`src/rtl/gle_pkg.sv`:
```
package gle_pkg;

  // Dictionary and code sizes.
  localparam int DictSize  = 4096;
  localparam int CodeBits  = 12;
  localparam int NextBits  = CodeBits + 1;
  localparam int WidthBits = 4;
  localparam int SymBits   = 8;
  localparam int RootBits  = 4;
  localparam int FillBits  = 5;
  localparam int AccBits   = 20;

  // Root size limits and reset value.
  localparam logic [RootBits-1:0] RootMin   = 4'd2;
  localparam logic [RootBits-1:0] RootMax   = 4'd8;
  localparam logic [RootBits-1:0] RootReset = 4'd8;

  // Queue depths.
  localparam int CqDepth  = 4;
  localparam int OutDepth = 4;

  // One code handed from the front to the packer.
  typedef struct packed {
    logic [CodeBits-1:0]  code;
    logic [WidthBits-1:0] width;
    logic                 item_end;
    logic                 eod;
  } code_ent_t;

  // One packed byte waiting at the output.
  typedef struct packed {
    logic [7:0] data;
    logic       run_last;
    logic       stream_end;
  } out_ent_t;

  // Dictionary entry: string prefix, last symbol and the next sibling.
  typedef struct packed {
    logic [CodeBits-1:0] prefix;
    logic [SymBits-1:0]  sym;
    logic [CodeBits-1:0] sib;
  } dict_ent_t;

  typedef enum logic [3:0] {
    F_IDLE, F_CLEAR, F_HEAD, F_HEADW, F_CMP, F_EMIT, F_FULL, F_EOD1, F_EOD2, F_DONE
  } front_state_e;

  typedef enum logic [1:0] {
    P_TAKE, P_BYTES
  } pack_state_e;

  // First code above the clear and end codes.
  function automatic logic [NextBits-1:0] base_of(input logic [RootBits-1:0] r);
    return (NextBits'(1) << r) + NextBits'(2);
  endfunction

endpackage

```
`src/rtl/gle_cq.sv`:
```
module gle_cq
  import gle_pkg::*;
(
  input  logic      clk_i,
  input  logic      rst_ni,
  input  logic      push_i,
  input  code_ent_t data_i,
  output logic      full_o,
  input  logic      pop_i,
  output code_ent_t data_o,
  output logic      empty_o
);

  localparam int PtrBits = $clog2(CqDepth);

  code_ent_t           mem_q [CqDepth];
  logic [PtrBits-1:0]  wr_q, rd_q;
  logic [PtrBits:0]    cnt_q;
  logic                do_push, do_pop;

  assign full_o  = (cnt_q == (PtrBits+1)'(CqDepth));
  assign empty_o = (cnt_q == '0);
  assign data_o  = mem_q[rd_q];
  assign do_push = push_i && !full_o;
  assign do_pop  = pop_i && !empty_o;

  // Storage for queued codes.
  always_ff @(posedge clk_i) begin
    if (do_push) begin
      mem_q[wr_q] <= data_i;
    end
  end

  // Pointers and fill count.
  always_ff @(posedge clk_i or negedge rst_ni) begin
    if (!rst_ni) begin
      wr_q  <= '0;
      rd_q  <= '0;
      cnt_q <= '0;
    end else begin
      if (do_push) begin
        wr_q <= wr_q + 1'b1;
      end
      if (do_pop) begin
        rd_q <= rd_q + 1'b1;
      end
      if (do_push && !do_pop) begin
        cnt_q <= cnt_q + 1'b1;
      end else if (do_pop && !do_push) begin
        cnt_q <= cnt_q - 1'b1;
      end
    end
  end

endmodule

```
`config.mk`:
```
export PLATFORM = sky130hd
export DESIGN_NAME = gle_cq
export DESIGN_NICKNAME = d
export VERILOG_FILES = /design/src/rtl/gle_pkg.sv /design/src/rtl/gle_cq.sv
export SDC_FILE = /design/constraint.sdc
export NUM_CORES = 1
export LEC_CHECK = 0
export ABC_AREA = 1
export BUFFER_PORTS_ARGS = -buffer_cell sky130_fd_sc_hd__buf_4
export CAP_MARGIN = 20
export CORE_ASPECT_RATIO = 1.25
export CORE_MARGIN = 2
export CORE_UTILIZATION = 60
export CTS_CLUSTER_DIAMETER = 50
export DETAILED_ROUTE_END_ITERATION = 12
export PLACE_DENSITY = 0.82
export SYNTH_ARGS = -nofsm -noshare
export SYNTH_HDL_FRONTEND = slang
export SYNTH_SLANG_ARGS = --single-unit
```
`constraint.sdc`:
```
create_clock -name clk_i -period 2.98 [get_ports clk_i]
set_input_delay 0.298 -clock clk_i [delete_from_list [all_inputs] [get_ports clk_i]]
set_output_delay 0.298 -clock clk_i [all_outputs]
set_load 0.005 [all_outputs]
```
# Word level (Yosys, flattened, before mapping)
# Memories as Yosys holds them, arrays and structs flattened.
# Cells that the tools add are included.
[word_totals] reg_bits=7 mem_bits_rw=72 in_bits=22 out_inout_bits=20 mem_count=1
[mem_list] name="mem_q" depth=4 width=18 rd=1 rd_ports_with_merged_regs=0 wr=1 line_no="gle_cq.sv:16" text="code_ent_t mem_q [CqDepth];"
[op_classes] addsub=4 eq_ne=1 muxes=4 n_reduce_logical=10
[op_table] operator="3-bit two-way mux" count=2
[op_table] operator="2-bit by 1-bit adder with 2-bit output, second input constant" count=2
[op_table] operator="1-bit logical AND" count=4
[op_table] operator="1-bit logical NOT" count=4
[op_table] operator="3-bit by 1-bit adder with 3-bit output, second input constant" count=1
[op_table] operator="3-bit == test, second input constant" count=1
[op_table] operator="3-bit logical NOT" count=1
[op_table] operator="3-bit by 1-bit subtractor with 3-bit output, second input constant" count=1
[op_table] operator="1-bit two-way mux" count=2
[op_table] operator="2-bit nonzero test" count=1

# Longest topological paths before layout
# Gate-level depths: netlist of the first run.
[logic_depth] word_depth=7 ltp_mapped=12

# Worst setup path after synthesis of the first run
# Ideal clock, no wire load.
[synth_timing] kind="flip-flop to flip-flop" from="register cnt_q[0]" to="memory mem_q[0][0] (netlist name), enable pin" setup_time_ps=393 t_arrival_ps=1503 slack_ps=1084 path_stages_with_launch=5 path_buffers=0 synth_period_minus_slack_ps=1896 cell_sequence="dfrtp_1 -> inv_1 -> nand3_1 -> nand2_1 -> nor2_1"
[synth_between] elab_chain_cells=5
[synth_rtl] element="start: declaration" line_no="gle_cq.sv:18" text="logic [PtrBits:0] cnt_q;"
[synth_rtl] element="start signal: assignment" line_no="gle_cq.sv:48" text="cnt_q <= cnt_q + 1'b1;"
[synth_rtl] element="start signal: assignment" line_no="gle_cq.sv:50" text="cnt_q <= cnt_q - 1'b1;"
[synth_rtl] element="3-bit == test" line_no="gle_cq.sv:21" text="assign full_o = (cnt_q == (PtrBits+1)'(CqDepth));"
[synth_rtl] element="1-bit logical NOT" line_no="gle_cq.sv:24" text="assign do_push = push_i && !full_o;"
[synth_rtl] element="1-bit logical AND" line_no="gle_cq.sv:24"
[synth_rtl] element="1-bit two-way mux" line_no="gle_cq.sv:29" text="if (do_push) begin"
[synth_rtl] element="1-bit two-way mux (implied by the code)" line_no="gle_cq.sv:30" text="mem_q[wr_q] <= data_i;"
[synth_rtl] element="end: declaration" line_no="gle_cq.sv:16"
# Every way passes these cells.

==> results of run 1 <==
metal layers:
metal	share of wire [%]	track usage [%]	up-vias
met3	4.6	3.94	24
met5	0	0	-
met2	53	34.2	57
met1	39	21.6	966
li1	-	-	1020
met4	3.7	13.9	0
state kept, by name, indices dropped and copies added (netlist names):
| register | cells |
|---|---|
| wr_q | 2 |
| rd_q | 2 |
| mem_q | 72 |
| cnt_q | 3 |
report_power, final:
group / switching, uW / leakage, uW / internal, uW / total (uW)
clock: 340 / 0.0000872 / 375 / 716
sequential: 82.9 / 0.000744 / 1470 / 1550
combinational: 793 / 0.000834 / 570 / 1360
total: 1220 / 0.00167 / 2410 / 3630
stage by stage:
stage                     power, uW  setup slack [ps]  instance area (um^2)  utilization [%]  instances
after floorplan                2440              1080                  3340                -        271
after global placement         2880              1100                  3690             68.4        371
after detailed placement       2950               978                  3690             68.4        371
after CTS                      3660               810                  3880             71.8        387
after global routing           3880               698                  3880             71.8        387
final                          3630               809                  3880             71.8        387
synth_stat cells:
cell and n:
inv_1 51, ha_1 5, xnor2_1 1, buf_6 7, nor2_1 4, nand3_1 7
dfrtp_1 7, buf_2 3, clkbuf_1 1, o211ai_2 2, edfxtp_1 72, nand2_1 72
fa_1 1, nand4_1 1, o211ai_1 34, o21ai_0 1, inv_2 2
kinds of logic after synthesis:
family | after synthesis | synth area share [%]
fa+ha+maj | 6 | 2.47
flops | 79 | 70.0
buf+inv | 64 | 8.89
xor+xnor | 1 | 0.263
simple gates | 84 | 9.79
compound gates | 37 | 8.55
area by class of cell:
class | count | area [um^2]
multi-input combinational | 128 | 713
clock inverter | 5 | 50.0
fill | 362 | 1520
timing repair buffer | 48 | 375
clock buffer | 10 | 128
sequential | 79 | 2340
inverter | 53 | 199
tap | 64 | 80.1
how the worst min path moves through the flow:
stage | start | endpoint | slack [ps] | depth (start not counted)
global placement | rst_ni | rd_q[0] | 120 | 1
floorplan | rst_ni | cnt_q[0] | 2 | 0
global route | data_i[16] | mem_q[3][16] | 150 | 1
detailed placement | rst_ni | rd_q[0] | 110 | 1
CTS | data_i[5] | mem_q[3][5] | 140 | 1
finish | data_i[5] | mem_q[3][5] | 150 | 1
==> metrics, run 1 <==
Die H=87.4 um; Worst R2R End=cnt_q[2]; Worst setup SP type=register; Max-slew headroom=66.2%; H-Tree Depth=3; pin count of the biggest net entering global routing=45; critical path, cell by cell=inv_2, buf_12, nand2_1, o211ai_1, nand2_1, buf_4; share of cells above drive strength 1=20.7%; first drt pass iteration count=4; Area Growth Syn to Fin=16.3%; syn avg cell area=12.3 um^2; reg2reg path depth=11; Worst-Margin Slew=506 ps; commonest non-fill, non-tap cells in the layout=nand2_1 (72), edfxtp_1 (72), inv_1 (51); Rows=30; vias in the first global route=around 2000; Routed Antenna Nets=0; final WL=5470 um; vias per inst=5.34; CTS Hold Bufs=1; initial antenna violation count=0; Crit path largest cell delay=410 ps; CP max stage cell=dfrtp_1; Worst Setup End Kind=output pin; reg-to-reg startpoint=cnt_q[0]; Hold Worst Slack=150 ps; YS warnings=0; I/O Buffers=41; pwr dens=roughly 940 nW/um^2; Iter 0 DRT Violations=150; DIE AREA=between 6000 and 7000 um^2; post-synthesis register bit count=79; WL/cell=between 10 and 15 um; CP required=2680 ps; Final Wtd Congestion=0.741; clock latency on the worst-skew pair=340 ps; DRC Markers=0; Synth cell types=17; critical path endpoint=data_o[12]; # IOs=42; CP top delay family=buffers and inverters; Yosys top cell area share=about two thirds; most area-consuming cells after synthesis=edfxtp_1 (65%), nand2_1 (8.1%), o211ai_1 (7.6%), inv_1 (5.7%), dfrtp_1 (5.2%); first-pass GRT wire length=8970 um; CP bufs+invs=3; Max Freq=461 MHz; Synth area leader=edfxtp_1; worst-path fanout max=44; starting density of the core=61.7%; Setup crit start=rd_q[0]; synthesized area=around 3300 um^2; RSZ-0062 raised after global routing=false; CTS tree=yes; routed vias=around 2100; Final Hold Violating Endpoints=0; Most common cell on crit path=nand2_1; Max Transition Viols Final=0; Horiz. Die Dim=a little over 70 um; status=finished clean; DP HPWL=3550 um; core footprint=5410 um^2; Worst Hold Class=input pin to register; # setup viols final=0; clk slew on worst S/H paths=80 ps; internal reg-to-reg setup slack=between 900 and 1000 ps; Worst path depth=6; Syn Nets=299; Clock Skew=5.92 ps; maxcap violations=0; maximum vdd drop=0.676 mV; Clock Sinks=79; # resized after CTS=0; fin crit share=between 70% and 80%; grt total ovfl=0; fin crit period=between 2000 and 2500 ps; postcts setup bufs=0; Seq/Total Area, Yosys=between 70% and 80%; P_leak=between 0.0015 and 0.002 uW; final net count=347; CTS Buf Count=9; Longest Clk Path Bufs=2; WP data arrival=1870 ps; GRT Total Usage=19.7%; cells after synthesis=~270; type of the worst setup path=register to output pin; ant diodes=0; setup_tns=0 ps; Root Buffer=clkbuf_8
(Power assumes the default switching activity.)
==> run 2, diff against run 1 <==
- CORE_UTILIZATION: 60 -> 57
- PLACE_DENSITY: 0.82 -> 0.79
- clock period: 2.98 -> 2.07 ns (I/O delays scaled with it)
==> run 2 against run 1 <==
Die area is 5.0% higher. Worst hold slack worse by 90 ps. Clock skew is 0.75 ps higher. Setup slack worse by 570 ps. Count of clock-buffer cells in the layout is 1 lower. Flip-flop and latch count stayed put. Largest cell class unchanged.
==> metrics, run 2 (synthesized netlist as in run 1, its figures left out) <==
Max-slew headroom=74.3% (+8.0 points); worst-path fanout max=4 (-91%); Non-Filler Instances=394 (+1.8%); Iter 0 DRT Violations=127 (-15%); cell area after layout=3990 um^2 (+2.8%); max reg flops=72 (unchanged); hold path depth=1 (unchanged); WL/cell=14.9 um (+5.2%); Max Transition Viols Final=0 (unchanged); Die H=89.5 um (+2.5%); CP max stage cell=dfrtp_1; GRT Total Usage=20.2% (+0.51 points); vias per inst=5.24 (-1.9%); RSZ-0062 raised after global routing=false; biggest registers after layout=mem_q x72, cnt_q x3; # setup viols final=0 (unchanged); Routed Antenna Nets=0 (unchanged); starting density of the core=58.1% (-3.6 points); final WL=5860 um (+7.1%); vias in the first global route=2029 (+0.59%); CTS tree=yes; Root Buffer=clkbuf_8; internal reg-to-reg setup slack=240 ps (-710 ps); Max Freq=546 MHz; share of cells above drive strength 1=22.9% (+2.1 points); first-pass GRT wire length=9480 um (+5.7%); final net count=351 (+1.2%); type of the worst setup path=register to register; Most common cell on crit path=nand2_1; WP data arrival=2070 ps (+200 ps); CP top delay family=adder cells; Worst-Margin Slew=386 ps (-120 ps); clk slew on worst S/H paths=80 ps (about the same); Worst setup SP type=register; DRC Markers=0 (unchanged); first drt pass iteration count=4 (unchanged); Final Hold Violating Endpoints=0 (unchanged); Hold Path Sink=mem_q[2][10]; CP bufs+invs=2 (-1); reg2reg path depth=10 (-1); Largest Register=mem_q; Clock Skew=6.68 ps (+0.753 ps); Pwr Total=5580 uW (+54%); Worst R2R End=cnt_q[2]; Worst Hold Class=input pin to register; # resized after CTS=0 (unchanged); critical path, cell by cell=inv_1, nand3_1, nand2_1, ha_1, inv_1, fa_1, nand2_1, nand3_1, nand2_1, nand2_1; Clock Sinks=79 (unchanged); fin crit period=roughly 1800 ps; CP required=2310 ps (-370 ps); maxcap violations=0 (unchanged); P_leak=0.00172 uW (+3.0%); Worst Setup End Kind=register; commonest non-fill, non-tap cells in the layout=nand2_1 (72), edfxtp_1 (72), inv_1 (51); # placed instances=377 (+1.6%); # IOs=42 (unchanged); I/O Buffers=41 (unchanged); Final Wtd Congestion=0.734 (-0.96%); core footprint=5740 um^2 (+6.2%); placement-stage cell area=3740 um^2 (+1.2%); Crit path largest cell delay=410 ps (about the same); clock latency on the worst-skew pair=340 ps (about the same); grt total ovfl=0 (unchanged); status=finished clean; Longest Clk Path Bufs=2 (unchanged); reg-to-reg startpoint=cnt_q[1]; maximum vdd drop=0.792 mV (+17%); Rows=31 (+3.3%); initial antenna violation count=0 (unchanged); CTS Buf Count=9 (unchanged); fin crit share=88.5%; H-Tree Depth=3 (unchanged); DIE AREA=6490 um^2 (+5.0%); pin count of the biggest net entering global routing=44 (-2.2%); Horiz. Die Dim=72.4 um (+2.5%); pwr dens=1400 nW/um^2 (+50%); hold_sp=data_i[10]; ant diodes=0 (unchanged); routed vias=2065 (-0.097%); DP HPWL=3910 um (+10%); Area Growth Syn to Fin=19.6%; setup_tns=0 ps (unchanged)
[run 2: cell types whose count changed in the layout (fill, tap and decap cells not counted)]
cell / change
buf_12: +1
inv_6: +1
clkinv_1: -2
clkinvlp_4: +1
bufinv_16: +2
clkbuf_1: -1
buf_4: +3
[run 2: timing repair]
item                                   CTS  global route
hold buffers                             1             0
buffers inserted                         0             0
endpoints found under the hold margin    7             0
[run 2: worst max path at each step]
stage | to | startpoint | slack [ps] | cells past startpoint
floorplan | mem_q[0][0] | cnt_q[0] | 170 | 4
global placement | cnt_q[2] | cnt_q[0] | 360 | 10
detailed placement | cnt_q[2] | cnt_q[0] | 240 | 10
CTS | cnt_q[2] | cnt_q[1] | 230 | 10
global route | cnt_q[2] | cnt_q[0] | 40 | 10
finish | cnt_q[2] | cnt_q[1] | 240 | 10
[run 2: area by class of cell]
cell class / instances / area [um^2]
multi-input cells: 128 / 713
flip-flops and latches: 79 / 2340
well taps: 66 / 82.6
clock buffers: 9 / 124
inverters: 53 / 199
fillers: 391 / 1750
repair buffers: 52 / 418
clock inverters: 7 / 119
[run 2: stage by stage]
stage	hold WS (ps)	util (%)	worst slack (ps)
after floorplan	-88.6	-	174
after global placement	23.9	65.1	357
after detailed placement	26.0	65.1	240
after CTS	47.1	69.6	226
after global routing	44.9	69.6	38.1
final	60.0	69.6	239
[run 2: metal layers]
metal / global-route usage, % / up-vias / routed length [um]
met4: 10.9 / 0 / 149
met5: 0 / - / 0
met3: 5.19 / 16 / 285
met1: 23.1 / 983 / 2270
met2: 34.9 / 51 / 3150
li1: - / 1015 / -
[run 2: report_power, final]
| part | internal [uW] | leakage (uW) | switching, uW |
|---|---|---|---|
| Sequential | 2110 | 0.000744 | 121 |
| Clock | 802 | 0.000116 | 541 |
| Combinational | 851 | 0.000855 | 1160 |
| Total | 3770 | 0.00172 | 1820 |
[run 2: worst reg2reg max path: stages, from the launching register on]
cell	delay, ps
dfrtp_1	410
inv_1	100
nand3_1	140
nand2_1	130
ha_1	190
inv_1	80
fa_1	390
nand2_1	110
nand3_1	80
nand2_1	60
nand2_1	50
