<file path="src/rtl/gle_pkg.sv">
package gle_pkg;

  // Dictionary and code sizes.
  localparam int DictSize  = 4096;
  localparam int CodeBits  = 12;
  localparam int NextBits  = CodeBits + 1;
  localparam int WidthBits = 4;
  localparam int SymBits   = 8;
  localparam int RootBits  = 4;
  localparam int FillBits  = 5;
  localparam int AccBits   = 20;

  // Root size limits and reset value.
  localparam logic [RootBits-1:0] RootMin   = 4'd2;
  localparam logic [RootBits-1:0] RootMax   = 4'd8;
  localparam logic [RootBits-1:0] RootReset = 4'd8;

  // Queue depths.
  localparam int CqDepth  = 4;
  localparam int OutDepth = 4;

  // One code handed from the front to the packer.
  typedef struct packed {
    logic [CodeBits-1:0]  code;
    logic [WidthBits-1:0] width;
    logic                 item_end;
    logic                 eod;
  } code_ent_t;

  // One packed byte waiting at the output.
  typedef struct packed {
    logic [7:0] data;
    logic       run_last;
    logic       stream_end;
  } out_ent_t;

  // Dictionary entry: string prefix, last symbol and the next sibling.
  typedef struct packed {
    logic [CodeBits-1:0] prefix;
    logic [SymBits-1:0]  sym;
    logic [CodeBits-1:0] sib;
  } dict_ent_t;

  typedef enum logic [3:0] {
    F_IDLE, F_CLEAR, F_HEAD, F_HEADW, F_CMP, F_EMIT, F_FULL, F_EOD1, F_EOD2, F_DONE
  } front_state_e;

  typedef enum logic [1:0] {
    P_TAKE, P_BYTES
  } pack_state_e;

  // First code above the clear and end codes.
  function automatic logic [NextBits-1:0] base_of(input logic [RootBits-1:0] r);
    return (NextBits'(1) << r) + NextBits'(2);
  endfunction

endpackage

</file>
<file path="src/rtl/gle_pack.sv">
module gle_pack
  import gle_pkg::*;
(
  input  logic       clk_i,
  input  logic       rst_ni,
  input  logic       restart_i,
  input  code_ent_t  cq_data_i,
  input  logic       cq_empty_i,
  output logic       cq_pop_o,
  output logic [7:0] out_byte_o,
  output logic       run_last_o,
  output logic       stream_end_o,
  output logic       empty,
  input  logic       pop
);

  localparam int PtrBits = $clog2(OutDepth);

  pack_state_e          state_q, state_d;
  logic [AccBits-1:0]   acc_q, acc_d;
  logic [FillBits-1:0]  fill_q, fill_d;
  logic                 end_q, end_d;
  logic                 eod_q, eod_d;
  logic                 hold_v_q, hold_v_d;
  logic [7:0]           hold_q, hold_d;

  out_ent_t             of_mem_q [OutDepth];
  logic [PtrBits-1:0]   of_wr_q, of_rd_q;
  logic [PtrBits:0]     of_cnt_q;
  logic                 of_full, of_push, of_pop;
  out_ent_t             of_data;

  logic [NextBits-1:0]  mask;
  logic [CodeBits-1:0]  code_m;
  logic                 byte_go;

  assign mask    = (NextBits'(1) << cq_data_i.width) - NextBits'(1);
  assign code_m  = cq_data_i.code & mask[CodeBits-1:0];
  assign byte_go = !hold_v_q || !of_full;

  // Bit packing: one byte per cycle when the output queue has room; the
  // newest byte waits until the next one or the item's end sets run_last.
  always_comb begin
    state_d  = state_q;
    acc_d    = acc_q;
    fill_d   = fill_q;
    end_d    = end_q;
    eod_d    = eod_q;
    hold_v_d = hold_v_q;
    hold_d   = hold_q;
    cq_pop_o = 1'b0;
    of_push  = 1'b0;
    of_data  = '{data: hold_q, run_last: 1'b0, stream_end: 1'b0};

    unique case (state_q)
      P_TAKE: begin
        if (!cq_empty_i) begin
          cq_pop_o = 1'b1;
          acc_d    = acc_q | (AccBits'(code_m) << fill_q[2:0]);
          fill_d   = fill_q + FillBits'(cq_data_i.width);
          end_d    = cq_data_i.item_end;
          eod_d    = cq_data_i.eod;
          state_d  = P_BYTES;
        end
      end
      P_BYTES: begin
        if (fill_q >= FillBits'(8) || (end_q && eod_q && fill_q != '0)) begin
          if (byte_go) begin
            of_push  = hold_v_q;
            hold_d   = acc_q[7:0];
            hold_v_d = 1'b1;
            acc_d    = acc_q >> 8;
            fill_d   = (fill_q >= FillBits'(8)) ? fill_q - FillBits'(8) : '0;
          end
        end else if (end_q) begin
          if (!of_full) begin
            of_push  = hold_v_q;
            of_data  = '{data: hold_q, run_last: 1'b1, stream_end: eod_q};
            hold_v_d = 1'b0;
            state_d  = P_TAKE;
          end
        end else begin
          state_d = P_TAKE;
        end
      end
      default: begin
        state_d = P_TAKE;
      end
    endcase

    if (restart_i) begin
      acc_d  = '0;
      fill_d = '0;
    end
  end

  always_ff @(posedge clk_i or negedge rst_ni) begin
    if (!rst_ni) begin
      state_q  <= P_TAKE;
      acc_q    <= '0;
      fill_q   <= '0;
      end_q    <= 1'b0;
      eod_q    <= 1'b0;
      hold_v_q <= 1'b0;
    end else begin
      state_q  <= state_d;
      acc_q    <= acc_d;
      fill_q   <= fill_d;
      end_q    <= end_d;
      eod_q    <= eod_d;
      hold_v_q <= hold_v_d;
    end
  end

  always_ff @(posedge clk_i) begin
    hold_q <= hold_d;
  end

  // Output queue of finished bytes.
  assign of_full      = (of_cnt_q == (PtrBits+1)'(OutDepth));
  assign empty        = (of_cnt_q == '0);
  assign of_pop       = pop && !empty;
  assign out_byte_o   = of_mem_q[of_rd_q].data;
  assign run_last_o   = of_mem_q[of_rd_q].run_last;
  assign stream_end_o = of_mem_q[of_rd_q].stream_end;

  always_ff @(posedge clk_i) begin
    if (of_push) begin
      of_mem_q[of_wr_q] <= of_data;
    end
  end

  always_ff @(posedge clk_i or negedge rst_ni) begin
    if (!rst_ni) begin
      of_wr_q  <= '0;
      of_rd_q  <= '0;
      of_cnt_q <= '0;
    end else begin
      if (of_push) begin
        of_wr_q <= of_wr_q + 1'b1;
      end
      if (of_pop) begin
        of_rd_q <= of_rd_q + 1'b1;
      end
      if (of_push && !of_pop) begin
        of_cnt_q <= of_cnt_q + 1'b1;
      end else if (of_pop && !of_push) begin
        of_cnt_q <= of_cnt_q - 1'b1;
      end
    end
  end

endmodule

</file>
<file path="config.mk">
export PLATFORM = sky130hd
export DESIGN_NAME = gle_pack
export DESIGN_NICKNAME = d
export VERILOG_FILES = /design/src/rtl/gle_pkg.sv /design/src/rtl/gle_pack.sv
export SDC_FILE = /design/constraint.sdc
export NUM_CORES = 1
export LEC_CHECK = 0
export BUFFER_PORTS_ARGS = -buffer_cell sky130_fd_sc_hd__buf_2
export CAP_MARGIN = 20
export CORE_UTILIZATION = 50
export CTS_CLUSTER_DIAMETER = 150
export CTS_CLUSTER_SIZE = 20
export DETAILED_ROUTE_END_ITERATION = 6
export PLACE_DENSITY = 0.71
export SETUP_SLACK_MARGIN = 0.02
export SLEW_MARGIN = 20
export SYNTH_ARGS = -nofsm -noshare
export SYNTH_HDL_FRONTEND = slang
export SYNTH_SLANG_ARGS = --single-unit
</file>
<file path="constraint.sdc">
create_clock -name clk_i -period 2.97 [get_ports clk_i]
set_input_delay 0 -clock clk_i [delete_from_list [all_inputs] [get_ports clk_i]]
set_output_delay 0 -clock clk_i [all_outputs]
set_load 0.02 [all_outputs]
</file>
=== Yosys cells after proc, flatten, opt, wreduce, memory -nomap -nowiden ===
Memories as Yosys holds them, arrays and structs flattened.
Index checks and enable logic that the tools add are counted.

* Memories kept: 1
* Word-level logic and storage cells: 92
* Bits in read-only memories: 0
* Bits of input ports: 23
* Output and inout bits: 12
* Bits in latches: 0
* Flip-flop bits (word level): 45
* RAM bits: 40

* Equal/unequal tests: 10
* Bitwise gates (word level): 3
* Divide/modulo/power cells: 0
* Reduce and logical (&&, ||, !) cells: 23
* Add/subtract/negate cells: 7
* Multipliers: 0
* Magnitude comparators: 1
* Muxes and demuxes: 35
* Shift operators: 2

{| class="wikitable"
|+ Memory list
! memory !! depth !! bits a word !! read ports !! clocked after memory_dff !! wr ports !! line !! RTL
|-
| of_mem_q || 4 || 10 || 1 || 0 || 1 || gle_pack.sv:27 || <nowiki>out_ent_t of_mem_q [OutDepth];</nowiki>
|}

{| class="wikitable"
|+ Operators with widths
! cell !! count
|-
| $mux 20 || 4
|-
| $pmux 20 s2 || 1
|-
| $mux 5 || 5
|-
| $or 20x20->20 || 1
|-
| $shl 12x3->20 || 1
|-
| $mux 2 || 8
|-
| $mux 1 || 13
|-
| $and 12x12->12 || 1
|-
| $ne 3x3->1 const B || 4
|-
| $shl 1x4->12 const A || 1
|-
| $sub 12x2->12 const B || 1
|-
| $pmux 5 s2 || 1
|-
| $reduce_and 4->1 || 2
|-
| $mux 3 || 2
|-
| $ne 2x2->1 const B || 3
|-
| $reduce_and 3->1 || 2
|-
| $add 5x4->5 || 1
|-
| $ge 5x4->1 const B || 1
|-
| $logic_and 1x1->1 || 5
|-
| $logic_not 1->1 || 5
|-
| $reduce_bool 5->1 || 1
|-
| $sub 5x4->5 const B || 1
|-
| $add 2x1->2 const B || 2
|-
| $pmux 2 s2 || 1
|-
| other kinds (12) || 14
|}

=== Depth between registers and ports, before layout ===
* Depth after elaboration: 10
* Mapped depth: 11
* Gate-level depth less buffers: 10

=== Worst setup path after synthesis ===
No wires, ideal clock.

* Kind: register to register
* Start: register fill_q[1]
* End: register of_cnt_q[2]
* Path buffers: 1
* Cell stages (with the launch flop): 11
* Slack: 0.355 ns
* Data required time: 2.891 ns
* Arrival time: 2.536 ns
* Setup time: 0.079 ns
* Cell sequence: dfrtp_1 -> buf_6 -> or4_4 -> o21ai_2 -> o2111a_1 -> ha_1 -> inv_1 -> fa_1 -> xor2_1 -> nor2_1 -> xor2_1

* Longest elaborated chain between the ends: 8
* Elaborated cells between the ends (all ways): 11

{| class="wikitable"
|+ RTL lines
! item !! line !! RTL
|-
| start: declaration || gle_pack.sv:21 || <nowiki>logic [FillBits-1:0] fill_q, fill_d;</nowiki>
|-
| start signal: assignment || gle_pack.sv:108 || <nowiki>fill_q <= fill_d;</nowiki>
|-
| parallel branches: the longest is 2 deep, another holds $ge 5x4->1 || - ||
|-
| $logic_or 1x1->1 (*) || gle_pack.sv:67 || <nowiki>if (fill_q >= FillBits'(8) || (end_q && eod_q && fill_q != '0)) begin</nowiki>
|-
| $mux 1 (*) || gle_pack.sv:67 ||
|-
| $mux 1 (*) || gle_pack.sv:55 || <nowiki>unique case (state_q)</nowiki>
|-
| net of_push || gle_pack.sv:30 || <nowiki>logic of_full, of_push, of_pop;</nowiki>
|-
| $logic_not 1->1 || gle_pack.sv:147 || <nowiki>end else if (of_pop && !of_push) begin</nowiki>
|-
| $logic_and 1x1->1 || gle_pack.sv:147 ||
|-
| $reduce_bool 2->1 (no source line) || - ||
|-
| end signal: assignment || gle_pack.sv:146 || <nowiki>of_cnt_q <= of_cnt_q + 1'b1;</nowiki>
|-
| end signal: assignment || gle_pack.sv:148 || <nowiki>of_cnt_q <= of_cnt_q - 1'b1;</nowiki>
|-
| end: declaration || gle_pack.sv:29 || <nowiki>logic [PtrBits:0] of_cnt_q;</nowiki>
|}

Mark *: on every way through the listed nets, which the timed path passes.
A chain may end at the register's enable or synchronous reset.

=== Final worst setup path ===
* Start: register fill_q[4]
* End: register of_cnt_q[2]

The elaborated chain is that of the path after synthesis.

==> impl_metrics.toml <==
[status]
status = "complete, no violations"

[sta]
worstMarginPinSlew_ps = 830.6
max_slew_margin = 0.4463
max_clock_freq_mhz = 368.8
fin_crit_ps = 2712
finalClockSkew_ps = 10.92
setup_viol = 0
timing.final.ws_setup_ps = 258.2
min_period_over_period = 0.9131
hold_viol_final = 0
drv_slew = 0
finalSetupTns_ps = 0
rsz0062_at_grt = "false"

[detailed_routing]
firstDrtPassIters = 4
wl_um = 9270
drc_errors = 0
wl_per_cell_um = 18.14
vias_per_cell = 6.190
vias = 3163
ant_nets = 0
drt_iter0_drc = 231

[clock_network]
cts_buffers = 9
htree_levels = 3
path_clk_slew_ps = 90
numClockSinks = 83
clk_latency_ps = 340
cts-root-buf = "clkbuf_8"
postCtsSetupBuffers = 0
tritoncts = "yes"
cts_buffer_depth = 2

[global_route]
grt_pass1_wl_um = 15240
grt-ovfl-total = 0
grt_start_max_net_pins = 36
grt_usage = 0.2181
grt_pass1_vias = 3052
antenna_found_initial = 0

[yosys]
synth_area_leaders = "edfxtp_1 33%, dfrtp_1 20%, mux4_2 5.1%"
ys_seq_area_frac = 0.5269
async_reset_ff_frac = 0.4217
synth_top_area_cell = "edfxtp_1"
yosys_register_bits = 83
synth_edf_count = 48
syn-cell-area_um2 = 4398
yosysWarnings = 0
synth_nets = 403
ys.flop_type = "edfxtp_1"
ys_types = 72
syn_avg_cell_area_um2 = 11.98
synth_top_cell_area_share = 0.3277
syn_inst = 367

[finish]
fillCellCount = 698
regArea_um2 = 2317
drive_gt1_frac = 0.2192
syn2layout_area_growth_pct = 11.72
n_antenna_cell = 0
stdcell_area_um2 = 4913
layout_common_cells = "48 x edfxtp_1, 35 x dfrtp_1, 34 x buf_2"
fin_nets = 437
multiInputGateArea_um2 = 1909
layout_commonest_cell = "edfxtp_1"

[place]
gp_congestion = 0.8583
place_ws_ps = 265.0
dp_hpwl_um = 6624
postPlaceCellArea_um2 = 4656
portBuffers = 34

[floorplanning]
die-area_um2 = 9175
boundaryPins = 35
row_count = 33
start_util = 0.5247
core_um2 = 8382
die_h_um = 95.79
die_x_um = 95.79

[job]
maxCapViolCount = 0

[worst_setup_path]
crit_type = "reg2reg"
rrSetupSlack_ps = 260
reg2reg_to = "of_cnt_q[2]"
start_kind = "register"
arrival_ps = 2980
crit_path_end_kind = "register"
critPathMaxFanout = 8
cp.required_ps = 3240
reg2reg_from = "fill_q[4]"
reg2reg_depth = 9

[power_and_ir_drop]
p_total_mw = 4.508
peakVddDrop_mv = 0.2836
p_leak_nw = 1.902
cellPowerDensity_nw_per_um2 = 917.5

[worst_hold_path]
min_from = "restart_i"
hold_class = "in2reg"
holdPathEnd = "fill_q[1]"
hold_depth = 2
[cell usage after synthesis, drive strengths merged (3+ instances only)]
| cell type | n |
|---|---|
| a31oi | 4 |
| or3b | 4 |
| or4 | 3 |
| xor2 | 3 |
| or2 | 3 |
| o2111a | 3 |
| buf | 10 |
| nand3 | 12 |
| nand2 | 21 |
| nor4 | 5 |
| a21o | 5 |
| nor2 | 19 |
| o21a | 4 |
| nor3 | 12 |
| mux2i | 5 |
| o2bb2ai | 4 |
| a221oi | 4 |
| and2 | 6 |
| edfxtp | 48 |
| clkbuf | 16 |
| xnor2 | 6 |
| dfrtp | 35 |
| a21oi | 16 |
| mux4 | 10 |
| nand3b | 6 |
| a32o | 3 |
| a2111oi | 3 |
| a211oi | 6 |
| o21ai | 13 |
| ha | 11 |
| a311oi | 5 |
| o211ai | 6 |
| and3 | 5 |
| inv | 12 |
[what timing repair did]
item                                   4_1_cts  5_1_grt
hold buffers                                 5        0
gates resized for setup                      0        0
endpoints found under the hold margin       40        0
[worst max-delay path by stage]
stage	from	end	depth (start not counted)
3_5_place_dp	fill_q[4]	of_cnt_q[2]	9
6_report	fill_q[4]	of_cnt_q[2]	9
3_3_place_gp	fill_q[4]	of_cnt_q[2]	9
4_1_cts	fill_q[4]	of_cnt_q[2]	9
2_1_floorplan	fill_q[1]	of_cnt_q[2]	10
5_1_grt	fill_q[2]	of_cnt_q[2]	9
[cells by family after synthesis]
kind of cell	after synthesis	synth area share
adders and majority gates	13	0.04040
xor gates and xnor gates	9	0.01792
DFF	83	0.5269
muxes	17	0.06771
buffers and inverters	40	0.03897
and+or+nand+nor	109	0.1437
AOI/OAI and AO/OA	96	0.1644
[per-layer routing]
| metal | GRT usage | vias to the layer above | routed length (um) |
|---|---|---|---|
| li1 | - | 1494 | - |
| met1 | 0.2776 | 1557 | 4104 |
| met2 | 0.3768 | 95 | 4610 |
| met3 | 0.03476 | 17 | 390 |
| met4 | 0.07711 | 0 | 164 |
| met5 | 0 | - | 0 |
[power breakdown]
| group | switching, mW | leakage (nW) | total, mW | internal, mW |
|---|---|---|---|---|
| Sequential | 0.286 | 0.898 | 1.93 | 1.65 |
| Combinational | 1.00 | 0.902 | 1.75 | 0.746 |
| Clock | 0.424 | 0.102 | 0.825 | 0.401 |
| Total | 1.71 | 1.90 | 4.51 | 2.79 |
[final cells by class]
cell class                      count  share of cell area
Tap cell                          105             0.02674
Clock buffer                        9             0.02521
Sequential cell                    83              0.4716
Clock inverter                      7             0.01706
Inverter                           14             0.01070
Multi-Input combinational cell    244              0.3886
Timing Repair Buffer               49             0.06010
[registers in the layout, summed over array words and instances (netlist names)]
name,flops
acc_q,19
end_q,1
eod_q,1
fill_q,5
hold_q,8
hold_v_q,1
of_cnt_q,3
of_mem_q,40
of_rd_q,2
of_wr_q,2
state_q,1
[metrics by stage]
step	cells	hold WS (ps)	util
5_1_grt	511	93.26	0.5862
4_1_cts	511	75.09	0.5862
3_5_place_dp	490	139.6	0.5555
6_report	511	89.07	0.5862
2_1_floorplan	367	-295.6	-
3_3_place_gp	490	128.9	0.5555
[worst max-delay path, cell delays in order, from the launching register on]
cell,delay (ps)
dfrtp_1,410
or4_4,550
o21ai_2,220
o2111a_1,350
ha_1,230
inv_1,70
fa_1,370
xor2_1,160
nor2_1,120
xor2_1,160
Note: power is estimated with default switching activity, not from simulation.
